===== src/hw/rtl/tcis_ram.sv =====
// ============================================================================
// Generic single-port RAM
// One address for a write or a read per cycle; the read data is registered
// and holds until the next read.
// ============================================================================
module tcis_ram #(
  parameter int WIDTH = 8,
  parameter int DEPTH = 256
) (
  input  logic                     clk_i,
  input  logic                     we_i,
  input  logic                     re_i,
  input  logic [$clog2(DEPTH)-1:0] addr_i,
  input  logic [WIDTH-1:0]         wdata_i,
  output logic [WIDTH-1:0]         rdata_o
);

  logic [WIDTH-1:0] mem_q [DEPTH];
  logic [WIDTH-1:0] rdata_q;

  always_ff @(posedge clk_i) begin
    if (we_i) begin
      mem_q[addr_i] <= wdata_i;
    end
    if (re_i) begin
      rdata_q <= mem_q[addr_i];
    end
  end

  assign rdata_o = rdata_q;

endmodule


===== config.mk =====
export PLATFORM = sky130hd
export DESIGN_NAME = tcis_ram
export DESIGN_NICKNAME = d
export VERILOG_FILES = /design/src/hw/rtl/tcis_ram.sv
export SDC_FILE = /design/constraint.sdc
export NUM_CORES = 2
export LEC_CHECK = 0
export ABC_AREA = 1
export BUFFER_PORTS_ARGS = -buffer_cell sky130_fd_sc_hd__buf_4
export CAP_MARGIN = 40
export CORE_ASPECT_RATIO = 1.1
export CORE_MARGIN = 3
export CORE_UTILIZATION = 40
export CTS_CLUSTER_SIZE = 28
export DETAILED_ROUTE_END_ITERATION = 8
export PLACE_DENSITY_LB_ADDON = 0.15
export SYNTH_ARGS = -nofsm -noshare
export SYNTH_HDL_FRONTEND = slang
export SYNTH_SLANG_ARGS = --single-unit

===== constraint.sdc =====
create_clock -name clk_i -period 2.05 [get_ports clk_i]
set_input_delay 0.1025 -clock clk_i [delete_from_list [all_inputs] [get_ports clk_i]]
set_output_delay 0.1025 -clock clk_i [all_outputs]
set_load 0.02 [all_outputs]

# Yosys cells after proc, flatten, opt, wreduce, memory -nomap -nowiden

Memories as Yosys holds them, arrays and structs flattened. A register that Yosys moved wholly into a read port is not among the register bits.
Index checks and enable logic that the tools add are counted.

Register bits: 0
Memory bits (writable): 2048
Input port bits: 19
Output and inout bits: 8
Memories: 1

Mux-type cells: 2

Memories:

| name  | words | bits a word | read ports | clocked after Yosys merged registers in | wr ports | line | source |
|---|---|---|---|---|---|---|---|
| mem_q | 256   | 8           | 1          | 1                                       | 1        | 18   | `logic [WIDTH-1:0] mem_q [DEPTH];` |

Operators by type and width:

| operator          | count |
|---|---|
| 1-bit two-way mux | 2 |

# Longest topological paths before layout

Depth after elaboration: 2
Gate-level depth with buffers: 15

# Worst setup path after synthesis

No wires, ideal clock.

Kind: input port to flip-flop
Start point: input addr_i[1]
End point: memory mem_q[234][0] (enable)
Setup time: 370 ps
Arrival: 1573 ps
Data required time: 1680 ps
Path slack: 107 ps
Stages: 10
Path through: buf_4 > inv_4 > nor2_8 > buf_4 > buf_4 > inv_2 > nor2_1 > nand2_1 > clkbuf_1 > nor2_1

RTL lines:

| what            | line | source |
|---|---|---|
| start, declared | 13   | `input logic [$clog2(DEPTH)-1:0] addr_i,` |
| end, declared   | 18   |  |

No word-level cell before the write port.

==> results.yml <==
timing:
  min_period_ns: 1.99
  slew_violations: 0
  tightest_slew_ns: 0.908
  max_freq_mhz: 502
  period_share_pct: 97.2
  finClkSkew_ns: 0.0290
  whs_ns: 0.0852
  slew_headroom_pct: 39.2
  setup_ws_ns: 0.0584
  setup_violations: 0
  rsz0062_at_grt: "true"
  hold_violations: 0
logic_synthesis:
  ys_types: 17
  syn_nets: 8040
  synth_seq_area_share_pct: 72.7
  ys_seq_elements: 2056
  syn-instance-count: 8021
  synth_area_mm2: 0.0849
  yosys_warnings: 0
  syn_avg_cell_area_um2: 10.6
clocking:
  clk_transition_reported_paths_ns: 0.06
  clk_path_buf_depth: 3
  cts_tree: "built"
  cts.sinks: 2056
  cts_root_buf: "clkbuf_16"
  insertion_delay_ns: 0.84
  cts_htree_levels: 4
  numCtsBuffers: 210
  cts_setup_buffers: 0
floorplan:
  rows: 176
  start_util_pct: 40.4
  die_height_um: 489
  die_area_mm2: 0.218
  core-area_mm2: 0.210
  chipWidth_um: 445
  io_pins: 27
run_status:
  status: "complete, no violations"
pwr:
  p_sw_share_pct: 22.8
  power_leakage_nw: 40.4
  seq_power_share_pct: 51.7
  comb_power_share_pct: 6.5
  ir_worst_vdd_v: 0.000748
  p_int_mw: 69.4
  clock_power_share_pct: 41.8
  p_sw_mw: 20.5
  powerDensity_mw_per_mm2: 894
finish:
  syn2layout_area_growth_pct: 18.2
  postLayoutCoreUtil_pct: 47.8
  fillers: 19300
  layout-drive-gt1-share_pct: 12.0
  layout.nets: 8535
placement:
  port_buffers: 26
  pre_cts_slack_ns: -0.918
  finalWeightedCongestion: 0.841
  hpwl_um: 156000
critical_path:
  endpoint_kind: "register"
  start_kind: "register"
  critPathArrivalTime_ns: 2.59
  path_class: "register to register"
  critPathRequiredTime_ns: 2.65
  crit_fanout: 1
worst_hold_path:
  min-delay-path-class: "input port to register"
global_route:
  grt_pass1_wl_um: 364000
  grt_max_degree: 81
  first_global_vias: 55900
  grt_use_met1_pct: 30.5
  grt_usage_pct: 22.4
  grtUsageMet2_pct: 38.0
  grt_overflow: 0
  busiest_layer: "met2"
  grt_util_met3_pct: 2.36
  antenna_found_initial: 9
detailed_routing:
  dr.pass1.iters: 7
  viasPerCell: 4.99
  vias: 57100
  drc_errors: 0
  routed_wl_um: 245000
  postRouteAntennaNets: 0
  avgRoutedWirePerCell_um: 21.4
  first_iter_violations: 4936
job:
  cap_violations: 0
==> metrics by stage <==
stage                     total power, mW  instance area (µm²)  instances  TNS, ns
after global routing                 92.7               100000      11500  -0.0398
after floorplan                      49.9                84900       8021        0
after detailed placement             53.2                93400      11100  -340.92
after CTS                            90.6               100000      11500        0
after global placement               53.1                93400      11000  -357.38
final                                89.8               100000      11500        0
==> worst max-delay path: stages, from the launching register on <==
cell      delay [ns]
edfxtp_1        0.35
nand2_1         0.08
nand2_1         0.06
nand2_1         0.06
nand2_1         0.10
nand2_1         0.07
nand2_1         0.09
o21ai_1         0.16
nand2_1         0.14
nor2_1          0.13
buf_4           0.12
nor2_1          0.08
nor2_4          0.23
nand2_1         0.08
==> repair_timing <==
item	in CTS	in global routing
hold buffers	10	0
hold endpoints to repair	1955	0
setup endpoints to repair	8	8
resized for setup	19	47
pin swaps	2	20
==> routing by layer <==
metal	vias to the layer above	part of all wire (%)
met3	345	4.9
met2	1498	49
met4	0	3.0
met5	-	0
met1	27900	43
li1	27400	-
==> cells in the final DEF (no fill, tap or decap), drive strengths merged <==
cell / n
a21oi: 32
buf: 690
bufinv: 18
clkbuf: 252
clkinv: 96
clkinvlp: 15
diode: 2
dlygate4sd3: 10
edfxtp: 2056
inv: 42
nand2: 4771
nand3: 188
nor2: 362
o21ai: 160
==> final timing paths <==
| path | start | to | slack (ns) | depth (start not counted) |
|---|---|---|---|---|
| max | mem_q[213][2]$_DFFE_PP_ | rdata_o[2]$_DFFE_PP_ | 0.06 | 13 |
| max reg2reg | mem_q[213][2]$_DFFE_PP_ | rdata_o[2]$_DFFE_PP_ | 0.06 | 13 |
| min reg2reg | mem_q[91][2]$_DFFE_PP_ | rdata_o[2]$_DFFE_PP_ | 1.08 | 10 |
| min | addr_i[6] | rdata_o[0]$_DFFE_PP_ | 0.09 | 6 |
==> final cells by class <==
| class | instances | area, µm² | area share [%] |
|---|---|---|---|
| diodes | 2 | 5.00 | 0.00498 |
| clock buffers | 252 | 5480 | 5.45 |
| well taps | 2759 | 3450 | 3.44 |
| flip-flops and latches | 2056 | 61700 | 61.5 |
| clock inverters | 136 | 1200 | 1.20 |
| multi-input cells | 5513 | 21400 | 21.3 |
| inverters | 35 | 165 | 0.164 |
| repair buffers | 700 | 6970 | 6.94 |
==> synth_stat cells <==
cell type	count	share of area, %
nand2_1	4770	21
edfxtp_1	2056	73
nor2_1	361	1.6
nand3_1	188	1.1
buf_2	182	1.1
clkbuf_1	170	0.75
o21ai_1	119	0.70
buf_1	52	0.23
o21ai_0	41	0.24
a21oi_1	32	0.19
inv_1	31	0.14
buf_6	7	0.093
buf_4	6	0.053
inv_2	2	0.0088
inv_4	2	0.015
nand2_4	1	0.013
nor2_8	1	0.024
==> registers in the layout, summed over array words and instances, names as in the netlist <==
name and flops:
mem_q 2048, rdata_o 8
==> power by group through the flow <==
stage | Combinational, mW | Sequential (mW) | Clock [mW]
after floorplan | 2.63 | 47.3 | 0
after global placement | 5.85 | 47.3 | 0
after detailed placement | 5.86 | 47.3 | 0
after CTS | 5.91 | 46.4 | 38.3
after global routing | 6.46 | 46.4 | 39.9
final | 5.87 | 46.4 | 37.6
==> kinds of logic after synthesis <==
family                 share of synthesized area, %
buffers and inverters                          2.36
AND/OR/NAND/NOR                                23.8
flip-flops                                     72.7
AO/OA/AOI/OAI                                  1.13
Power figures use the tool's default switching activity.
