**config.mk**
```make
export PLATFORM = sky130hd
export DESIGN_NAME = tcis_exec
export DESIGN_NICKNAME = d
export VERILOG_FILES = /design/src/hw/rtl/tcis_pkg.sv /design/src/hw/rtl/tcis_exec.sv
export SDC_FILE = /design/constraint.sdc
export NUM_CORES = 1
export LEC_CHECK = 0
export BUFFER_PORTS_ARGS = -buffer_cell sky130_fd_sc_hd__buf_2
export CAP_MARGIN = 5
export CORE_AREA = 2 2 117 119
export DETAILED_ROUTE_END_ITERATION = 6
export DIE_AREA = 0 0 119 121
export REMOVE_ABC_BUFFERS = 1
export SETUP_SLACK_MARGIN = 0.5
export SLEW_MARGIN = 20
export SYNTH_ARGS = -nofsm -noshare
export SYNTH_HDL_FRONTEND = slang
export SYNTH_SLANG_ARGS = --single-unit
```
**constraint.sdc**
```tcl
create_clock -name vclk -period 7.86
set_clock_uncertainty 0.1 [all_clocks]
set_input_delay 1.572 -clock vclk [all_inputs]
set_output_delay 1.572 -clock vclk [all_outputs]
set_load 0.01 [all_outputs]
```
**src/hw/rtl/tcis_pkg.sv**
```systemverilog
// ============================================================================
// TTL CPU instruction step package
// Shared constants, instruction field codes, state and request types, and
// the address forming helpers used by the core, the memory port and the
// execute unit.
// ============================================================================
package tcis_pkg;

  // Address widths of the data RAM and the program space.
  localparam int RAM_ADDR_BITS = 17;
  localparam int ROM_ADDR_BITS = 16;
  localparam int RAM_DEPTH     = 1 << RAM_ADDR_BITS;

  // With more than 64K of RAM, a store on the RAM bus writes the expansion
  // control register instead of memory.
  localparam bit CTRL_VIA_STORE = (RAM_ADDR_BITS > 16);

  // Operation codes, instruction bits [15:13].
  localparam logic [2:0] OP_LD  = 3'd0;
  localparam logic [2:0] OP_AND = 3'd1;
  localparam logic [2:0] OP_OR  = 3'd2;
  localparam logic [2:0] OP_XOR = 3'd3;
  localparam logic [2:0] OP_ADD = 3'd4;
  localparam logic [2:0] OP_SUB = 3'd5;
  localparam logic [2:0] OP_ST  = 3'd6;
  localparam logic [2:0] OP_BR  = 3'd7;

  // Addressing and destination modes, instruction bits [12:10].
  localparam logic [2:0] MODE_D_AC   = 3'd0;
  localparam logic [2:0] MODE_X_AC   = 3'd1;
  localparam logic [2:0] MODE_YD_AC  = 3'd2;
  localparam logic [2:0] MODE_YX_AC  = 3'd3;
  localparam logic [2:0] MODE_TO_X   = 3'd4;
  localparam logic [2:0] MODE_TO_Y   = 3'd5;
  localparam logic [2:0] MODE_TO_OUT = 3'd6;
  localparam logic [2:0] MODE_YXINC  = 3'd7;

  // Branch conditions, same bits as the mode field.
  localparam logic [2:0] BR_FAR    = 3'd0;
  localparam logic [2:0] BR_GT     = 3'd1;
  localparam logic [2:0] BR_LT     = 3'd2;
  localparam logic [2:0] BR_NE     = 3'd3;
  localparam logic [2:0] BR_EQ     = 3'd4;
  localparam logic [2:0] BR_GE     = 3'd5;
  localparam logic [2:0] BR_LE     = 3'd6;
  localparam logic [2:0] BR_ALWAYS = 3'd7;

  // Bus sources, instruction bits [9:8].
  localparam logic [1:0] BUS_D   = 2'd0;
  localparam logic [1:0] BUS_RAM = 2'd1;
  localparam logic [1:0] BUS_AC  = 2'd2;
  localparam logic [1:0] BUS_IN  = 2'd3;

  localparam logic [15:0] CTRL_MASK  = 16'h80FD;
  localparam logic [15:0] CTRL_RESET = 16'h007C;
  localparam logic [16:0] BANK_FLIP  = 17'h08000;
  localparam logic [7:0]  OUTX_MASK  = 8'h40;
  localparam logic [7:0]  SIGN_FLIP  = 8'h80;

  typedef struct packed {
    logic [2:0] op;
    logic [2:0] mode;
    logic [1:0] bus;
    logic [7:0] d;
    logic [7:0] inb;
    logic [7:0] miso;
  } item_t;

  typedef struct packed {
    logic [ROM_ADDR_BITS-1:0] pc;
    logic [ROM_ADDR_BITS-1:0] npc;
    logic [7:0]               ac;
    logic [7:0]               x;
    logic [7:0]               y;
    logic [7:0]               out;
    logic [7:0]               outx;
    logic [15:0]              ctrl;
    logic [16:0]              bank;
  } state_t;

  localparam state_t STATE_RESET = '{
    pc:   '0,
    npc:  ROM_ADDR_BITS'(1),
    ac:   8'h00,
    x:    8'h00,
    y:    8'h00,
    out:  8'h00,
    outx: 8'h00,
    ctrl: CTRL_RESET,
    bank: 17'h00000
  };

  typedef struct packed {
    logic                     we;
    logic                     re;
    logic [RAM_ADDR_BITS-1:0] addr;
    logic [7:0]               wdata;
  } ram_req_t;

  typedef struct packed {
    logic [15:0] fetch_addr;
    logic [7:0]  out_port;
    logic [7:0]  outx_port;
    logic [15:0] ctrl_value;
  } result_t;

  // Logical 16-bit RAM address formed by the mode field.
  function automatic logic [15:0] ram_offset(input logic [2:0] mode, input logic [7:0] d,
                                             input logic [7:0] x, input logic [7:0] y);
    logic [15:0] a;
    case (mode) inside
      MODE_X_AC:              a = {8'h00, x};
      MODE_YD_AC:             a = {y, d};
      MODE_YX_AC, MODE_YXINC: a = {y, x};
      default:                a = {8'h00, d};
    endcase
    return a;
  endfunction

  // Upper half of the address space is remapped through the bank value.
  function automatic logic [RAM_ADDR_BITS-1:0] bank_map(input logic [15:0] a,
                                                        input logic [16:0] bank);
    logic [16:0] p;
    p = {1'b0, a};
    if (a[15]) begin
      p = p ^ bank;
    end
    return p[RAM_ADDR_BITS-1:0];
  endfunction

  function automatic logic [RAM_ADDR_BITS-1:0] zero_page_addr(input logic [7:0] d);
    logic [RAM_ADDR_BITS-1:0] a;
    a      = '0;
    a[7:0] = d;
    return a;
  endfunction

  function automatic logic [15:0] pc_to_word(input logic [ROM_ADDR_BITS-1:0] pc);
    logic [15:0] w;
    w                    = '0;
    w[ROM_ADDR_BITS-1:0] = pc;
    return w;
  endfunction

endpackage

```
**src/hw/rtl/tcis_exec.sv**
```systemverilog
// ============================================================================
// TTL CPU execute unit
// Applies one instruction to the register state: ALU ops, stores with the
// control register write, branches, the OUTX latch and the X increment.
// ============================================================================
module tcis_exec (
  input  tcis_pkg::item_t   item_i,
  input  tcis_pkg::state_t  st_i,
  input  logic [7:0]        rdata_i,
  output tcis_pkg::state_t  st_o,
  output tcis_pkg::result_t res_o
);

  logic [7:0]  bus_val;
  logic [7:0]  alu_res;
  logic [7:0]  cmp_val;
  logic [15:0] log_addr;
  logic [15:0] new_pc_word;
  logic [15:0] br_base;
  logic [15:0] br_full;
  logic        take;

  assign log_addr    = tcis_pkg::ram_offset(item_i.mode, item_i.d, st_i.x, st_i.y);
  assign new_pc_word = tcis_pkg::pc_to_word(st_i.npc);
  assign cmp_val     = st_i.ac ^ tcis_pkg::SIGN_FLIP;

  // Operand bus; on ALU ops the RAM source turns into the SPI byte when enabled.
  always_comb begin
    case (item_i.bus)
      tcis_pkg::BUS_D:   bus_val = item_i.d;
      tcis_pkg::BUS_RAM: begin
        if (item_i.op != tcis_pkg::OP_BR && st_i.ctrl[0]) begin
          bus_val = item_i.miso;
        end else begin
          bus_val = rdata_i;
        end
      end
      tcis_pkg::BUS_AC:  bus_val = st_i.ac;
      default:           bus_val = item_i.inb;
    endcase
  end

  always_comb begin
    case (item_i.op)
      tcis_pkg::OP_AND: alu_res = st_i.ac & bus_val;
      tcis_pkg::OP_OR:  alu_res = st_i.ac | bus_val;
      tcis_pkg::OP_XOR: alu_res = st_i.ac ^ bus_val;
      tcis_pkg::OP_ADD: alu_res = st_i.ac + bus_val;
      tcis_pkg::OP_SUB: alu_res = st_i.ac - bus_val;
      default:          alu_res = bus_val;
    endcase
  end

  // Branch condition on the accumulator seen as a signed byte.
  always_comb begin
    br_base = {new_pc_word[15:8], 8'h00};
    unique case (item_i.mode)
      tcis_pkg::BR_FAR: begin
        take    = 1'b1;
        br_base = {st_i.y, 8'h00};
      end
      tcis_pkg::BR_GT: take = cmp_val > tcis_pkg::SIGN_FLIP;
      tcis_pkg::BR_LT: take = cmp_val < tcis_pkg::SIGN_FLIP;
      tcis_pkg::BR_NE: take = cmp_val != tcis_pkg::SIGN_FLIP;
      tcis_pkg::BR_EQ: take = cmp_val == tcis_pkg::SIGN_FLIP;
      tcis_pkg::BR_GE: take = cmp_val >= tcis_pkg::SIGN_FLIP;
      tcis_pkg::BR_LE: take = cmp_val <= tcis_pkg::SIGN_FLIP;
      default:         take = 1'b1;
    endcase
  end

  assign br_full = br_base | {8'h00, bus_val};

  always_comb begin
    st_o     = st_i;
    st_o.pc  = st_i.npc;
    st_o.npc = st_i.npc + {{(tcis_pkg::ROM_ADDR_BITS-1){1'b0}}, 1'b1};
    unique case (item_i.op) inside
      tcis_pkg::OP_ST: begin
        if (item_i.bus == tcis_pkg::BUS_RAM && tcis_pkg::CTRL_VIA_STORE) begin
          st_o.ctrl = log_addr & tcis_pkg::CTRL_MASK;
          st_o.bank = {st_o.ctrl[7], st_o.ctrl[6], 15'd0} ^ tcis_pkg::BANK_FLIP;
        end
        if (item_i.mode == tcis_pkg::MODE_TO_X) begin
          st_o.x = st_i.ac;
        end else if (item_i.mode == tcis_pkg::MODE_TO_Y) begin
          st_o.y = st_i.ac;
        end
      end
      tcis_pkg::OP_BR: begin
        if (take) begin
          st_o.npc = br_full[tcis_pkg::ROM_ADDR_BITS-1:0];
        end
      end
      default: begin
        case (item_i.mode) inside
          tcis_pkg::MODE_TO_X: st_o.x = alu_res;
          tcis_pkg::MODE_TO_Y: st_o.y = alu_res;
          tcis_pkg::MODE_TO_OUT, tcis_pkg::MODE_YXINC: begin
            // A rising edge on OUT bit 6 latches the accumulator into OUTX.
            if ((~st_i.out & alu_res & tcis_pkg::OUTX_MASK) != 8'h00) begin
              st_o.outx = st_i.ac;
            end
            st_o.out = alu_res;
          end
          default: st_o.ac = alu_res;
        endcase
      end
    endcase
    if (item_i.mode == tcis_pkg::MODE_YXINC && item_i.op != tcis_pkg::OP_BR) begin
      st_o.x = st_o.x + 8'd1;
    end
  end

  assign res_o.fetch_addr = tcis_pkg::pc_to_word(st_o.pc);
  assign res_o.out_port   = st_o.out;
  assign res_o.outx_port  = st_o.outx;
  assign res_o.ctrl_value = st_o.ctrl;

endmodule

```
== Word-level counts from Yosys, hierarchy flattened ==
Index checks and enable logic that the tools add are counted.

* Flip-flop bits (word level): 0
* Bits of input ports: 145
* Output and inout port bits: 153
* Logic and storage cells: 71

* $add $sub $neg: 4
* Magnitude comparators: 4
* Equal/unequal tests: 19
* Multiplexer cells: 29
* Bitwise operators: 8
* Reduce and logical (&&, ||, !) cells: 7

{| class="wikitable"
|+ Operators by type and width
! kind !! count
|-
| 16-bit 2-to-1 mux || 10
|-
| 8-bit 2-to-1 mux || 13
|-
| 33-bit 2-to-1 mux || 2
|-
| 8-bit one-hot mux with 5 select lines || 1
|-
| 16-bit one-hot mux with 2 select lines || 1
|-
| 3-bit equality test (second input constant) || 8
|-
| 8-bit one-hot mux with 3 select lines || 1
|-
| 16-bit by 1-bit adder with 16-bit output (second input constant) || 1
|-
| 16-bit by 8-bit bitwise OR with 16-bit output || 1
|-
| 3-bit by 2-bit equality test with 1-bit output (second input constant) || 4
|-
| 8-bit by 1-bit adder with 8-bit output (second input constant) || 1
|-
| 8-bit adder || 1
|-
| 8-bit AND || 1
|-
| 8-bit equality test (second input constant) || 1
|-
| 8-bit >= comparator (second input constant) || 1
|-
| 8-bit > comparator (second input constant) || 1
|-
| 8-bit <= comparator (second input constant) || 1
|-
| 8-bit less-than comparator (second input constant) || 1
|-
| 8-bit inequality test (second input constant) || 1
|-
| 8-bit bitwise OR || 1
|-
| 8-bit subtractor || 1
|-
| 8-bit bitwise XOR || 1
|-
| 7-bit AND || 1
|-
| 7-bit NOT || 1
|-
| other kinds (10) || 15
|}

== Longest topological paths before layout ==
* Depth in word-level cells: 12
* Mapped depth: 23
* Gate-level depth less buffers: 19

== Worst setup path before layout ==
OpenSTA, ideal clock, no wires.

* Path type: input-to-output
* Start point: input item_i[29] (netlist bit)
* End point: output st_o[33] (netlist bit)
* Arrival: 5,764 ps
* Required time: 6,188 ps
* Setup slack: 424 ps
* Stages on the path: 22
* Buffers on the path: 5
* Path through: buf_4 > and3_1 > buf_6 > nor2_8 > mux2i_1 > o21ai_0 > inv_1 > ha_1 > nand2_1 > o21ai_0 > fa_1 > nor2b_1 > o21a_1 > o21a_1 > o21ai_0 > or3_1 > a32o_1 > or3_1 > clkbuf_1 > clkbuf_1 > o21ai_0 > buf_4

{| class="wikitable"
|+ RTL lines
! item !! RTL line !! source
|-
| start, declared || tcis_exec.sv:7 || <nowiki>input tcis_pkg::item_t item_i,</nowiki>
|-
| end, declared || tcis_exec.sv:10 || <nowiki>output tcis_pkg::state_t st_o,</nowiki>
|}

==> summary.txt <==
Run status
  – Status: finished clean

Routing
  – DR pass1 iterations: 5
  – Met3 WL: 1150 µm
  – Post-DR vias/cell: ~5.1
  – Wirelength per Cell: ~18 µm
  – Routed WL: ~17000 µm
  – DRC Markers: 0
  – Top sig layer: met4
  – Vias: around 4800
  – Antenna violation net count after detailed routing: 0
  – Post-Route M1 WL: 6890 µm
  – DRT iter0 DRCs: about 330
  – Met2 wire len: 8400 µm

Finish
  – Seq. cell area: 0 µm²
  – Fin util: 0.369
  – Seq cells: 0
  – Layout cells sized above 1: 0.429
  – Final Non-Filler Cells: ~950
  – Ant. Diodes: 0
  – Fillers: about 1400
  – Layout area overhead: 34.5%
  – Nets@finish: 944
  – Count of clock buffers in the final design: 0

Yosys
  – Syn Inst Count: around 560
  – Synth area leader: buf_4
  – Synthesized area: 3590 µm²
  – YS warnings: 0
  – Area share of the largest cell type after synthesis: 0.136
  – Commonest cells in the synthesized netlist: 65 x buf_4, 58 x nand2_1, 52 x nor2_1, 49 x o21ai_0, 37 x a21oi_1
  – Sequential fraction of the synthesis area: 0
  – Count leader, synth: buf_4
  – Synth top area cells: buf_4 14%, ha_1 9.1%, o21ai_0 6.8%
  – Mean Syn Cell Area: 6.38 µm²
  – Cell variety after synth: 62

Pwr
  – PD cells: about 78 nW/µm²
  – Overall power: about 380 µW
  – IR drop worst, VDD: between 0.02 and 0.03 mV
  – Static leakage: 0.00254 µW

Hold path
  – Hold_sp: st_i[81]
  – Worst hold path class: in2out
  – Hold Crit Endpoint: st_o[97]
  – Hold Crit Depth: 2

Floorplan
  – Starting density of the core: 0.274
  – Core Area: approximately 13000 µm²
  – Die width: ~120 µm
  – IO Pins: approximately 300
  – Number of placement rows: 42
  – Die H: around 120 µm
  – Die ar.: roughly 14000 µm²

Setup path
  – Worst-path fanout max: 8
  – Startpoint types: input pin
  – CP Capture Type: output pin
  – WS Path Type: in2out
  – Crit path DAT: approximately 5.4 ns
  – Critical Path RT: ~6.2 ns

Place
  – I/O Buffers: around 280
  – Final HPWL DP: around 14000 µm
  – DP Cell Count: between 900 and 1000
  – Final GP Congestion: about 0.91

Timing
  – Slew HR: 0.399
  – Final Hold Viols: 0
  – Final TNS setup: 0 ns
  – Pins Over Slew Limit: 0
  – Worst-margin pin slew: 0.895 ns
  – Final Critical Period: about 7 ns
  – RSZ-0062 raised after global routing: false
  – Final period utilization: 0.903
  – # setup viols final: 0
  – F_max: approximately 140 MHz
  – WHS: about 3.3 ns

Global route
  – Initial antenna violation count: 1
  – First-pass GRT wire length: 24200 µm
  – Total grt overflow: 0
  – Pin count of the biggest net entering global routing: 42
  – Vias in the first global route: 4300
  – GR Util All Layers: 0.213

Job
  – Max-capacitance violation count: 0

Clocking
  – Cts hold-fix bufs: 0
## cells in the final DEF (no fill, tap or decap), types with 13 or more instances in the layout
cell type and instances:
buf_2 281, nand2_1 58, nor2_1 51, o21ai_0 40, a21oi_1 37, inv_1 31, nor2b_1 29, ha_1 26
buf_4 19, mux2i_1 15, xnor2_1 13
## critical path, cell delays in order
cell,delay [ns]
buf_2,0.11
and3_1,0.27
nor2_8,0.19
mux2i_2,0.26
o21ai_2,0.09
inv_1,0.08
ha_1,0.22
nand2_1,0.06
o21ai_1,0.11
fa_2,0.39
nor2b_1,0.13
o21a_1,0.15
o21a_1,0.14
o21ai_0,0.10
or3_1,0.32
a32o_2,0.36
or3_4,0.47
o21ai_1,0.22
buf_2,0.17
## report_power, final
| part | leakage [µW] | internal [µW] | switching (µW) | total, µW |
|---|---|---|---|---|
| Combinational | 0.00254 | 156 | 219 | 375 |
| Sequential | 0 | 0 | 0 | 0 |
| Clock | 0 | 0 | 0 | 0 |
## cell families (layout without fill, tap and decap cells)
group | count (synthesis) | after routing | synth area share
fa+ha+maj | 27 | 27 | 0.0963
mux | 25 | 25 | 0.0771
xor+xnor | 23 | 23 | 0.0562
simple gates | 198 | 199 | 0.266
buf+inv | 126 | 333 | 0.204
compound gates | 163 | 163 | 0.300
## metrics by stage
stage	instance area, µm²	setup WS (ns)
2_1_floorplan	2980	0.712
3_3_place_gp	4750	0.382
3_5_place_dp	4750	0.305
4_1_cts	4760	0.529
5_1_grt	4820	0.503
6_report	4820	0.760
## timing repair
action                     in CTS  in global routing
setup buffers                   0                  2
setup endpoints to repair      17                 20
pin swaps                       0                  3
gates cloned                    0                  1
hold endpoints to repair        0                  0
resized for setup               4                 18
## routing by layer
layer  vias to the layer above  GRT usage
met3                        22     0.0301
met5                         -          0
li1                       2335          -
met1                      2196      0.269
met2                       233      0.386
met4                         0     0.0409
## how the worst max path moves through the flow
stage	start	to	slack [ns]	cells after the start
3_5_place_dp	item_i[30]	st_o[37]	0.30	19
4_1_cts	item_i[30]	st_o[64]	0.53	20
5_1_grt	item_i[30]	st_o[64]	0.50	20
2_1_floorplan	item_i[30]	res_o[16]	0.71	17
6_report	item_i[30]	st_o[37]	0.76	19
3_3_place_gp	item_i[30]	res_o[20]	0.38	19
## final cells by class
class | instances | area, µm² | area share
well taps | 176 | 220 | 0.0456
repair buffers | 301 | 1560 | 0.323
inverters | 32 | 120 | 0.0249
multi-input cells | 437 | 2930 | 0.607
Note: power is estimated with default switching activity, not from simulation.
