$ cat config.mk
export PLATFORM = sky130hd
export DESIGN_NAME = tcis_mem_port
export DESIGN_NICKNAME = d
export VERILOG_FILES = /design/src/hw/rtl/tcis_pkg.sv /design/src/hw/rtl/tcis_mem_port.sv
export SDC_FILE = /design/constraint.sdc
export NUM_CORES = 1
export LEC_CHECK = 0
export BUFFER_PORTS_ARGS = -buffer_cell sky130_fd_sc_hd__buf_2
export CAP_MARGIN = 20
export CORE_MARGIN = 8
export CORE_UTILIZATION = 26
export DETAILED_ROUTE_END_ITERATION = 7
export GPL_TIMING_DRIVEN = 0
export PLACE_DENSITY = 0.95
export SYNTH_ARGS = -nofsm -noshare
export SYNTH_HDL_FRONTEND = slang
export SYNTH_SLANG_ARGS = --single-unit
$ cat constraint.sdc
create_clock -name vclk -period 1.36
set_input_delay 0.068 -clock vclk [all_inputs]
set_output_delay 0.068 -clock vclk [all_outputs]
set_load 0.01 [all_outputs]
$ cat src/hw/rtl/tcis_pkg.sv
// ============================================================================
// TTL CPU instruction step package
// Shared constants, instruction field codes, state and request types, and
// the address forming helpers used by the core, the memory port and the
// execute unit.
// ============================================================================
package tcis_pkg;

  // Address widths of the data RAM and the program space.
  localparam int RAM_ADDR_BITS = 17;
  localparam int ROM_ADDR_BITS = 16;
  localparam int RAM_DEPTH     = 1 << RAM_ADDR_BITS;

  // With more than 64K of RAM, a store on the RAM bus writes the expansion
  // control register instead of memory.
  localparam bit CTRL_VIA_STORE = (RAM_ADDR_BITS > 16);

  // Operation codes, instruction bits [15:13].
  localparam logic [2:0] OP_LD  = 3'd0;
  localparam logic [2:0] OP_AND = 3'd1;
  localparam logic [2:0] OP_OR  = 3'd2;
  localparam logic [2:0] OP_XOR = 3'd3;
  localparam logic [2:0] OP_ADD = 3'd4;
  localparam logic [2:0] OP_SUB = 3'd5;
  localparam logic [2:0] OP_ST  = 3'd6;
  localparam logic [2:0] OP_BR  = 3'd7;

  // Addressing and destination modes, instruction bits [12:10].
  localparam logic [2:0] MODE_D_AC   = 3'd0;
  localparam logic [2:0] MODE_X_AC   = 3'd1;
  localparam logic [2:0] MODE_YD_AC  = 3'd2;
  localparam logic [2:0] MODE_YX_AC  = 3'd3;
  localparam logic [2:0] MODE_TO_X   = 3'd4;
  localparam logic [2:0] MODE_TO_Y   = 3'd5;
  localparam logic [2:0] MODE_TO_OUT = 3'd6;
  localparam logic [2:0] MODE_YXINC  = 3'd7;

  // Branch conditions, same bits as the mode field.
  localparam logic [2:0] BR_FAR    = 3'd0;
  localparam logic [2:0] BR_GT     = 3'd1;
  localparam logic [2:0] BR_LT     = 3'd2;
  localparam logic [2:0] BR_NE     = 3'd3;
  localparam logic [2:0] BR_EQ     = 3'd4;
  localparam logic [2:0] BR_GE     = 3'd5;
  localparam logic [2:0] BR_LE     = 3'd6;
  localparam logic [2:0] BR_ALWAYS = 3'd7;

  // Bus sources, instruction bits [9:8].
  localparam logic [1:0] BUS_D   = 2'd0;
  localparam logic [1:0] BUS_RAM = 2'd1;
  localparam logic [1:0] BUS_AC  = 2'd2;
  localparam logic [1:0] BUS_IN  = 2'd3;

  localparam logic [15:0] CTRL_MASK  = 16'h80FD;
  localparam logic [15:0] CTRL_RESET = 16'h007C;
  localparam logic [16:0] BANK_FLIP  = 17'h08000;
  localparam logic [7:0]  OUTX_MASK  = 8'h40;
  localparam logic [7:0]  SIGN_FLIP  = 8'h80;

  typedef struct packed {
    logic [2:0] op;
    logic [2:0] mode;
    logic [1:0] bus;
    logic [7:0] d;
    logic [7:0] inb;
    logic [7:0] miso;
  } item_t;

  typedef struct packed {
    logic [ROM_ADDR_BITS-1:0] pc;
    logic [ROM_ADDR_BITS-1:0] npc;
    logic [7:0]               ac;
    logic [7:0]               x;
    logic [7:0]               y;
    logic [7:0]               out;
    logic [7:0]               outx;
    logic [15:0]              ctrl;
    logic [16:0]              bank;
  } state_t;

  localparam state_t STATE_RESET = '{
    pc:   '0,
    npc:  ROM_ADDR_BITS'(1),
    ac:   8'h00,
    x:    8'h00,
    y:    8'h00,
    out:  8'h00,
    outx: 8'h00,
    ctrl: CTRL_RESET,
    bank: 17'h00000
  };

  typedef struct packed {
    logic                     we;
    logic                     re;
    logic [RAM_ADDR_BITS-1:0] addr;
    logic [7:0]               wdata;
  } ram_req_t;

  typedef struct packed {
    logic [15:0] fetch_addr;
    logic [7:0]  out_port;
    logic [7:0]  outx_port;
    logic [15:0] ctrl_value;
  } result_t;

  // Logical 16-bit RAM address formed by the mode field.
  function automatic logic [15:0] ram_offset(input logic [2:0] mode, input logic [7:0] d,
                                             input logic [7:0] x, input logic [7:0] y);
    logic [15:0] a;
    case (mode) inside
      MODE_X_AC:              a = {8'h00, x};
      MODE_YD_AC:             a = {y, d};
      MODE_YX_AC, MODE_YXINC: a = {y, x};
      default:                a = {8'h00, d};
    endcase
    return a;
  endfunction

  // Upper half of the address space is remapped through the bank value.
  function automatic logic [RAM_ADDR_BITS-1:0] bank_map(input logic [15:0] a,
                                                        input logic [16:0] bank);
    logic [16:0] p;
    p = {1'b0, a};
    if (a[15]) begin
      p = p ^ bank;
    end
    return p[RAM_ADDR_BITS-1:0];
  endfunction

  function automatic logic [RAM_ADDR_BITS-1:0] zero_page_addr(input logic [7:0] d);
    logic [RAM_ADDR_BITS-1:0] a;
    a      = '0;
    a[7:0] = d;
    return a;
  endfunction

  function automatic logic [15:0] pc_to_word(input logic [ROM_ADDR_BITS-1:0] pc);
    logic [15:0] w;
    w                    = '0;
    w[ROM_ADDR_BITS-1:0] = pc;
    return w;
  endfunction

endpackage

$ cat src/hw/rtl/tcis_mem_port.sv
// ============================================================================
// TTL CPU memory port
// Forms the RAM request of an incoming instruction from the up-to-date
// register state: store writes, ALU operand reads and branch operand reads.
// ============================================================================
module tcis_mem_port (
  input  logic                tcis_accept_i,
  input  tcis_pkg::item_t     item_i,
  input  tcis_pkg::state_t    st_i,
  output tcis_pkg::ram_req_t  req_o
);

  logic [15:0]                        log_addr;
  logic [tcis_pkg::RAM_ADDR_BITS-1:0] bank_addr;

  assign log_addr  = tcis_pkg::ram_offset(item_i.mode, item_i.d, st_i.x, st_i.y);
  assign bank_addr = tcis_pkg::bank_map(log_addr, st_i.bank);

  always_comb begin
    req_o = '0;
    unique case (item_i.op) inside
      tcis_pkg::OP_ST: begin
        req_o.addr = bank_addr;
        req_o.we   = tcis_accept_i &&
                     ((item_i.bus != tcis_pkg::BUS_RAM) || !tcis_pkg::CTRL_VIA_STORE);
        case (item_i.bus)
          tcis_pkg::BUS_D:  req_o.wdata = item_i.d;
          tcis_pkg::BUS_AC: req_o.wdata = st_i.ac;
          tcis_pkg::BUS_IN: req_o.wdata = item_i.inb;
          default:          req_o.wdata = 8'h00;
        endcase
      end
      tcis_pkg::OP_BR: begin
        // Branch operands come straight from the zero page, no banking.
        req_o.addr = tcis_pkg::zero_page_addr(item_i.d);
        req_o.re   = tcis_accept_i && (item_i.bus == tcis_pkg::BUS_RAM);
      end
      default: begin
        // With CTRL bit 0 set the RAM bus carries the SPI byte instead.
        req_o.addr = bank_addr;
        req_o.re   = tcis_accept_i && (item_i.bus == tcis_pkg::BUS_RAM) && !st_i.ctrl[0];
      end
    endcase
  end

endmodule

### After elaboration in Yosys (flattened, before gate mapping)

Index checks and enable logic that the tools add are counted.

| storage, ports and cells | value |
|---|---|
| register bits | 0 |
| memory bits (read-only) | 0 |
| word-level logic and storage cells | 26 |
| output and inout port bits | 27 |
| bits in writable memories | 0 |
| latch bits | 0 |
| input port bits | 138 |
| memories | 0 |

| operators by class | value |
|---|---|
| $lt $le $gt $ge | 0 |
| $mul | 0 |
| bitwise gates (word level) | 1 |
| shift-type cells | 0 |
| multiplexer cells | 9 |
| equal/unequal tests | 10 |
| divide/modulo/power cells | 0 |
| add/subtract/negate cells | 0 |
| reduce and logical (&&, ||, !) cells | 6 |

Operator list:

| kind | number |
|---|---|
| $mux 16 | 3 |
| $mux 17 | 2 |
| $pmux 8 s3 | 1 |
| $xor 16x17->17 | 1 |
| $eq 3x3->1 const B | 3 |
| $mux 8 | 1 |
| $eq 3x2->1 const B | 2 |
| $eq 2x2->1 const B | 2 |
| $eq 3x1->1 const B | 1 |
| $logic_and 1x1->1 | 3 |
| $eq 2x1->1 const B | 1 |
| $logic_not 2->1 | 1 |
| $ne 2x1->1 const B | 1 |
| $pmux 1 s2 | 1 |
| $reduce_or 2->1 | 1 |
| $logic_not 1->1 | 1 |
| $mux 1 | 1 |

### Depth between registers and ports, before layout

Gate-level depths: netlist of run 1.

| logic depth | value |
|---|---|
| depth after elaboration | 8 |
| mapped depth | 7 |
| gate-level depth less buffers | 5 |

### Least setup slack after synthesis of run 1

OpenSTA, ideal clock, no wires.

| timing | value |
|---|---|
| path type | input to output |
| start point | input port st_i[56] (netlist name) |
| end point | output port req_o[15] (netlist name) |
| stages | 6 |
| path buffers | 2 |
| arrival time | 1,249 ps |
| required time | 1,292 ps |
| slack | 43 ps |
| cells stage by stage | buf_6 > and2_4 > buf_8 > and3_4 > a32o_1 > a311oi_1 |

RTL lines:

| element | RTL line | source |
|---|---|---|
| start: declaration | tcis_mem_port.sv:9 | `input tcis_pkg::state_t st_i,` |
| end: declaration | tcis_mem_port.sv:10 | `output tcis_pkg::ram_req_t req_o` |

==> results.toml, run 1 <==
[cells_and_area]
regArea_um2 = 0
final_cell_mix = "buf_2 (89), nor2_1 (18), nand2_1 (10)"
nets = 359
finish.utilization_pct = 49.0
clockBufferCount = 0
drive_gt1_share_pct = 63.0
n_antenna_cell = 0
syn_to_final_growth_pct = 79.8
final_common_cell = "buf_2"
seq_cells = 0

[yosys]
synth_nets = 262
yosys.area.top_type_share_pct = 10.9
synthCells = 124
ys_seq_area_share_pct = 0
yosysTopAreaCell = "and3_4"
synth_cell_types = 28
yosys_warnings = 0
syn_area_per_cell_um2 = 6.66
yosys-top-cells-area = "and3_4 (11%), mux2_2 (11%), a32o_1 (9.7%)"
syn_area_um2 = 826

[die]
floorplan.initialDensity_pct = 27.3
die_w_um = 72.4
core_um2 = 3030
placementRows = 20
io_pins = 165
dieArea_um2 = 5240
die-height_um = 72.4

[pwr]
ir_drop_uv = 128
p_leak_nw = 0.780
powerDensity_nw_per_um2 = 325

[timing]
min_period_over_period_pct = 105
fin_hold_ws_ns = 0.376
relSlewSlack_pct = 66.4
hold_viol = 0
fin_crit_ns = 1.42
worst_pin_slew_ns = 0.502
rsz0062_at_grt = "true"
finalWorstSetupSlack_ns = -0.0648
slew_viol_final = 0
max_freq_mhz = 702
setup_viol = 1

[routing]
vias = 1308
drcViolationCount = 0
ant_nets = 0
dr.pass1.iters = 4
first_iter_violations = 31
wirelength_mm = 3.96
detail_route.vias_per_cell = 4.97
wl_per_cell_um = 15.1

[critical_path]
crit_arrival_ns = 1.36
slowest_delay_ns = 0.28
cp_max_fo = 5
endpoint_kind = "output pin"
critical_path_class = "in2out"
critPathRequiredTime_ns = 1.29
cp-start-kind = "primary input"
crit_chain = "buf_6, nand2b_4, buf_8, and3_4, o21ai_2, a32o_2, a311oi_2, buf_2"
crit_path_top_delay_cell = "a311oi_2"

[global_route]
grt_pass1_wl_mm = 6.01
grtUsageMet2_pct = 24.7
grt_busiest_layer = "met2"
grt_use_met1_pct = 13.6
grt_max_degree = 11
grt_pass1_vias = 1386
grt_antenna_before_repair = 0
use_met3_pct = 6.34
track_usage_pct = 13.5
grt-ovfl-total = 0

[place]
hpwl_mm = 3.20
dpl_worst_slack_ns = -0.0951
routabilityCongestion = 0.775
numPortBuffers = 91

[min_path]
hold_path.class = "in2out"

[cts]
ctsHoldBuffers = 0

[flow_run]
drv_cap = 0

[run_status]
outcome = "finished with violations"
violations = "negative setup slack"
[logic make-up after synthesis]
| group | synth area share [%] |
|---|---|
| xor+xnor | 7.42 |
| mux | 10.9 |
| compound gates | 32.6 |
| simple gates | 37.0 |
| buf+inv | 12.1 |
[path summary, 6_finish.rpt]
path	endpoint	startpoint	slack, ns	cells past startpoint
worst max-delay path	req_o[13]	item_i[26]	-0.06	8
worst min-delay path	req_o[23]	st_i[15]	0.38	3
[layer usage]
layer	wire, um	vias up
met2	2020	66
met4	18	0
met1	1430	587
li1	-	653
met5	0	-
met3	492	2
[synthesized netlist by cell type]
library cell,number
buf_8,1
nand2_1,11
and3_1,1
and2_4,1
inv_1,10
buf_4,1
or3_1,1
o21ai_2,1
nor2b_1,1
a311oi_1,8
buf_2,2
buf_6,1
a32o_1,8
xor2_1,7
a21boi_1,1
nor3b_1,1
a211oi_1,1
mux2_2,8
o21ai_1,7
nor3_1,9
a22oi_1,8
clkbuf_1,3
clkbuf_4,1
and2_1,1
nor2_1,19
and3_4,8
nand2b_1,1
nand3_1,2
[timing repair]
| action | in CTS | in global routing |
|---|---|---|
| setup endpoints to repair | 17 | 14 |
| resized for setup | 13 | 22 |
| buffers inserted | 2 | 3 |
| pin swaps | 4 | 8 |
| gates cloned | 2 | 0 |
[power breakdown]
part           switching (mW)  internal (mW)  total, mW
Combinational           0.233          0.250      0.483
Clock                       0              0          0
Sequential                  0              0          0
[per-stage QoR]
| step | setup TNS [ns] | std cells | area [um2] | total power, mW |
|---|---|---|---|---|
| 2_1_floorplan | 0 | 124 | 826 | 0.235 |
| 3_3_place_gp | -0.756 | 259 | 1340 | 0.414 |
| 3_5_place_dp | -1.09 | 259 | 1340 | 0.426 |
| 4_1_cts | -0.0123 | 261 | 1400 | 0.450 |
| 5_1_grt | -0.221 | 263 | 1490 | 0.527 |
| 6_report | -0.0648 | 263 | 1490 | 0.483 |
[critical path, delay by kind of cell]
family                 cells  cell delay (ns)
AOI/OAI and AO/OA          3             0.58
buffers and inverters      3             0.37
and+or+nand+nor            2             0.33
[area by class of cell]
class / instances / area [um2]
Multi-Input combinational cell: 105 / 801
Timing Repair Buffer: 98 / 528
Inverter: 10 / 37.5
Buffer: 6 / 63.8
Tap cell: 44 / 55.1
Fill cell: 317 / 1540
Power figures use the tool's default switching activity.
==> run 2: changes to the inputs <==
--- a/config.mk
+++ b/config.mk
@@ -7,6 +7,7 @@
 export LEC_CHECK = 0
 export BUFFER_PORTS_ARGS = -buffer_cell sky130_fd_sc_hd__buf_2
 export CAP_MARGIN = 20
+export CORE_ASPECT_RATIO = 1.2
 export CORE_MARGIN = 8
 export CORE_UTILIZATION = 26
 export DETAILED_ROUTE_END_ITERATION = 7
==> run 2 against run 1 <==
Effect of this change:
- the run now ends clean
- via count shrank 2.9%
- total power shrank 1.2%
- utilization shrank 1.3 points
- count of clock-buffer cells in the layout is the same
- combinational power shrank 1%
- design area shrank 1.9%
- wire length shrank 2.1%
- critical path depth is the same
- largest cell class unchanged
==> results.toml, run 2 (synthesis results as in run 1) <==
[run_status]
outcome = "finished, final reports clean"

[global_route]
grt_max_degree = 11
track_usage_pct = 13.3
grt_antenna_before_repair = 1
grt-ovfl-total = 0
grt_pass1_wl_mm = 5.89
grt_pass1_vias = 1395

[cells_and_area]
finish.utilization_pct = 47.7
n_fill_cell = 319
multiInputGateArea_um2 = 808
n_antenna_cell = 0
regArea_um2 = 0
nets = 357
fin_cells = 253
seq_cells = 0
final_common_cell = "buf_2"
final_cell_mix = "buf_2 (88), nor2_1 (18), nand2_1 (10)"
clockBufferCount = 0
drive_gt1_share_pct = 62.2
syn_to_final_growth_pct = 76.5

[cts]
ctsHoldBuffers = 0

[min_path]
hold_path.class = "in2out"
min_from = "st_i[15]"
whs_path_depth = 3
hold_end = "req_o[23]"

[critical_path]
critPathRequiredTime_ns = 1.29
crit_arrival_ns = 1.27
cp_max_fo = 5
critical_path_class = "in2out"
endpoint_kind = "output pin"
cp-start-kind = "primary input"

[place]
dpl_worst_slack_ns = -0.0924
numPortBuffers = 91
dp.cells = 251
hpwl_mm = 3.14
routabilityCongestion = 0.829

[timing]
min_period_over_period_pct = 98.2
slew_viol_final = 0
rsz0062_at_grt = "true"
max_freq_mhz = 749
hold_viol = 0
fin_hold_ws_ns = 0.375
setup_viol = 0
worst_pin_slew_ns = 0.463
finalWorstSetupSlack_ns = 0.0249
fin_crit_ns = 1.34
relSlewSlack_pct = 69.0

[routing]
drcViolationCount = 0
detail_route.vias_per_cell = 5.02
wl_per_cell_um = 15.3
wirelength_mm = 3.88
first_iter_violations = 62
vias = 1270
ant_nets = 0
dr.pass1.iters = 4

[die]
io_pins = 165
core_um2 = 3060
placementRows = 22
die_w_um = 67.4
dieArea_um2 = 5240
die-height_um = 77.7
floorplan.initialDensity_pct = 27.0

[flow_run]
drv_cap = 0

[pwr]
ir_drop_uv = 168
powerDensity_nw_per_um2 = 327
p_leak_nw = 0.768
run 2: cell count changes in the layout (fill, tap and decap cells not counted):
cell      change
clkbuf_4      -1
buf_12        -1
buf_8         +1
and2_4        +1
buf_2         -1
nand2_4       +1
nand2_2       -1
a311oi_2      -1
a311oi_1      +1
buf_4         -1
run 2: power by group:
group | switching [mW] | internal, mW
Sequential | 0 | 0
Combinational | 0.230 | 0.247
Clock | 0 | 0
run 2: worst max-delay path by stage:
stage,start,to,cells after the start
finish,item_i[26],req_o[14],8
global route,item_i[26],req_o[14],8
CTS,item_i[27],req_o[14],8
detailed placement,item_i[27],req_o[14],8
global placement,item_i[27],req_o[14],7
floorplan,st_i[56],req_o[15],6
run 2: layout make-up:
cell class	instances	share of cell area, %
timing repair buffer	95	34.8
tap	36	3.09
inverter	10	2.58
multi-input combinational	106	55.5
buffer	6	4.03
run 2: critical path, cell delays in order:
cell	delay (ns)
buf_6	0.07
nand2b_4	0.13
buf_8	0.11
and3_4	0.22
o21ai_2	0.07
a32o_2	0.24
a311oi_2	0.19
buf_2	0.18
run 2: through the flow:
| stage | TNS (ns) | total power [mW] | area [um2] |
|---|---|---|---|
| 2_1_floorplan | 0 | 0.235 | 826 |
| 3_3_place_gp | -1.11 | 0.415 | 1330 |
| 3_5_place_dp | -1.29 | 0.427 | 1330 |
| 4_1_cts | -0.0323 | 0.445 | 1360 |
| 5_1_grt | -0.0484 | 0.524 | 1460 |
| 6_report | 0 | 0.477 | 1460 |
run 2: routing by layer:
metal	track usage, %	part of all wire (%)	wire, um
met2	25.3	48	1860
met1	13.4	36	1380
met3	5.17	15	597
met5	0	0.26	10
met4	1.47	0.57	22
run 2: timing repair:
action,4_1_cts,5_1_grt
pin swaps,2,10
endpoints found under the setup margin,17,17
buffers inserted,1,1
gates cloned,2,1
resized for setup,12,23
hold endpoints to repair,0,0
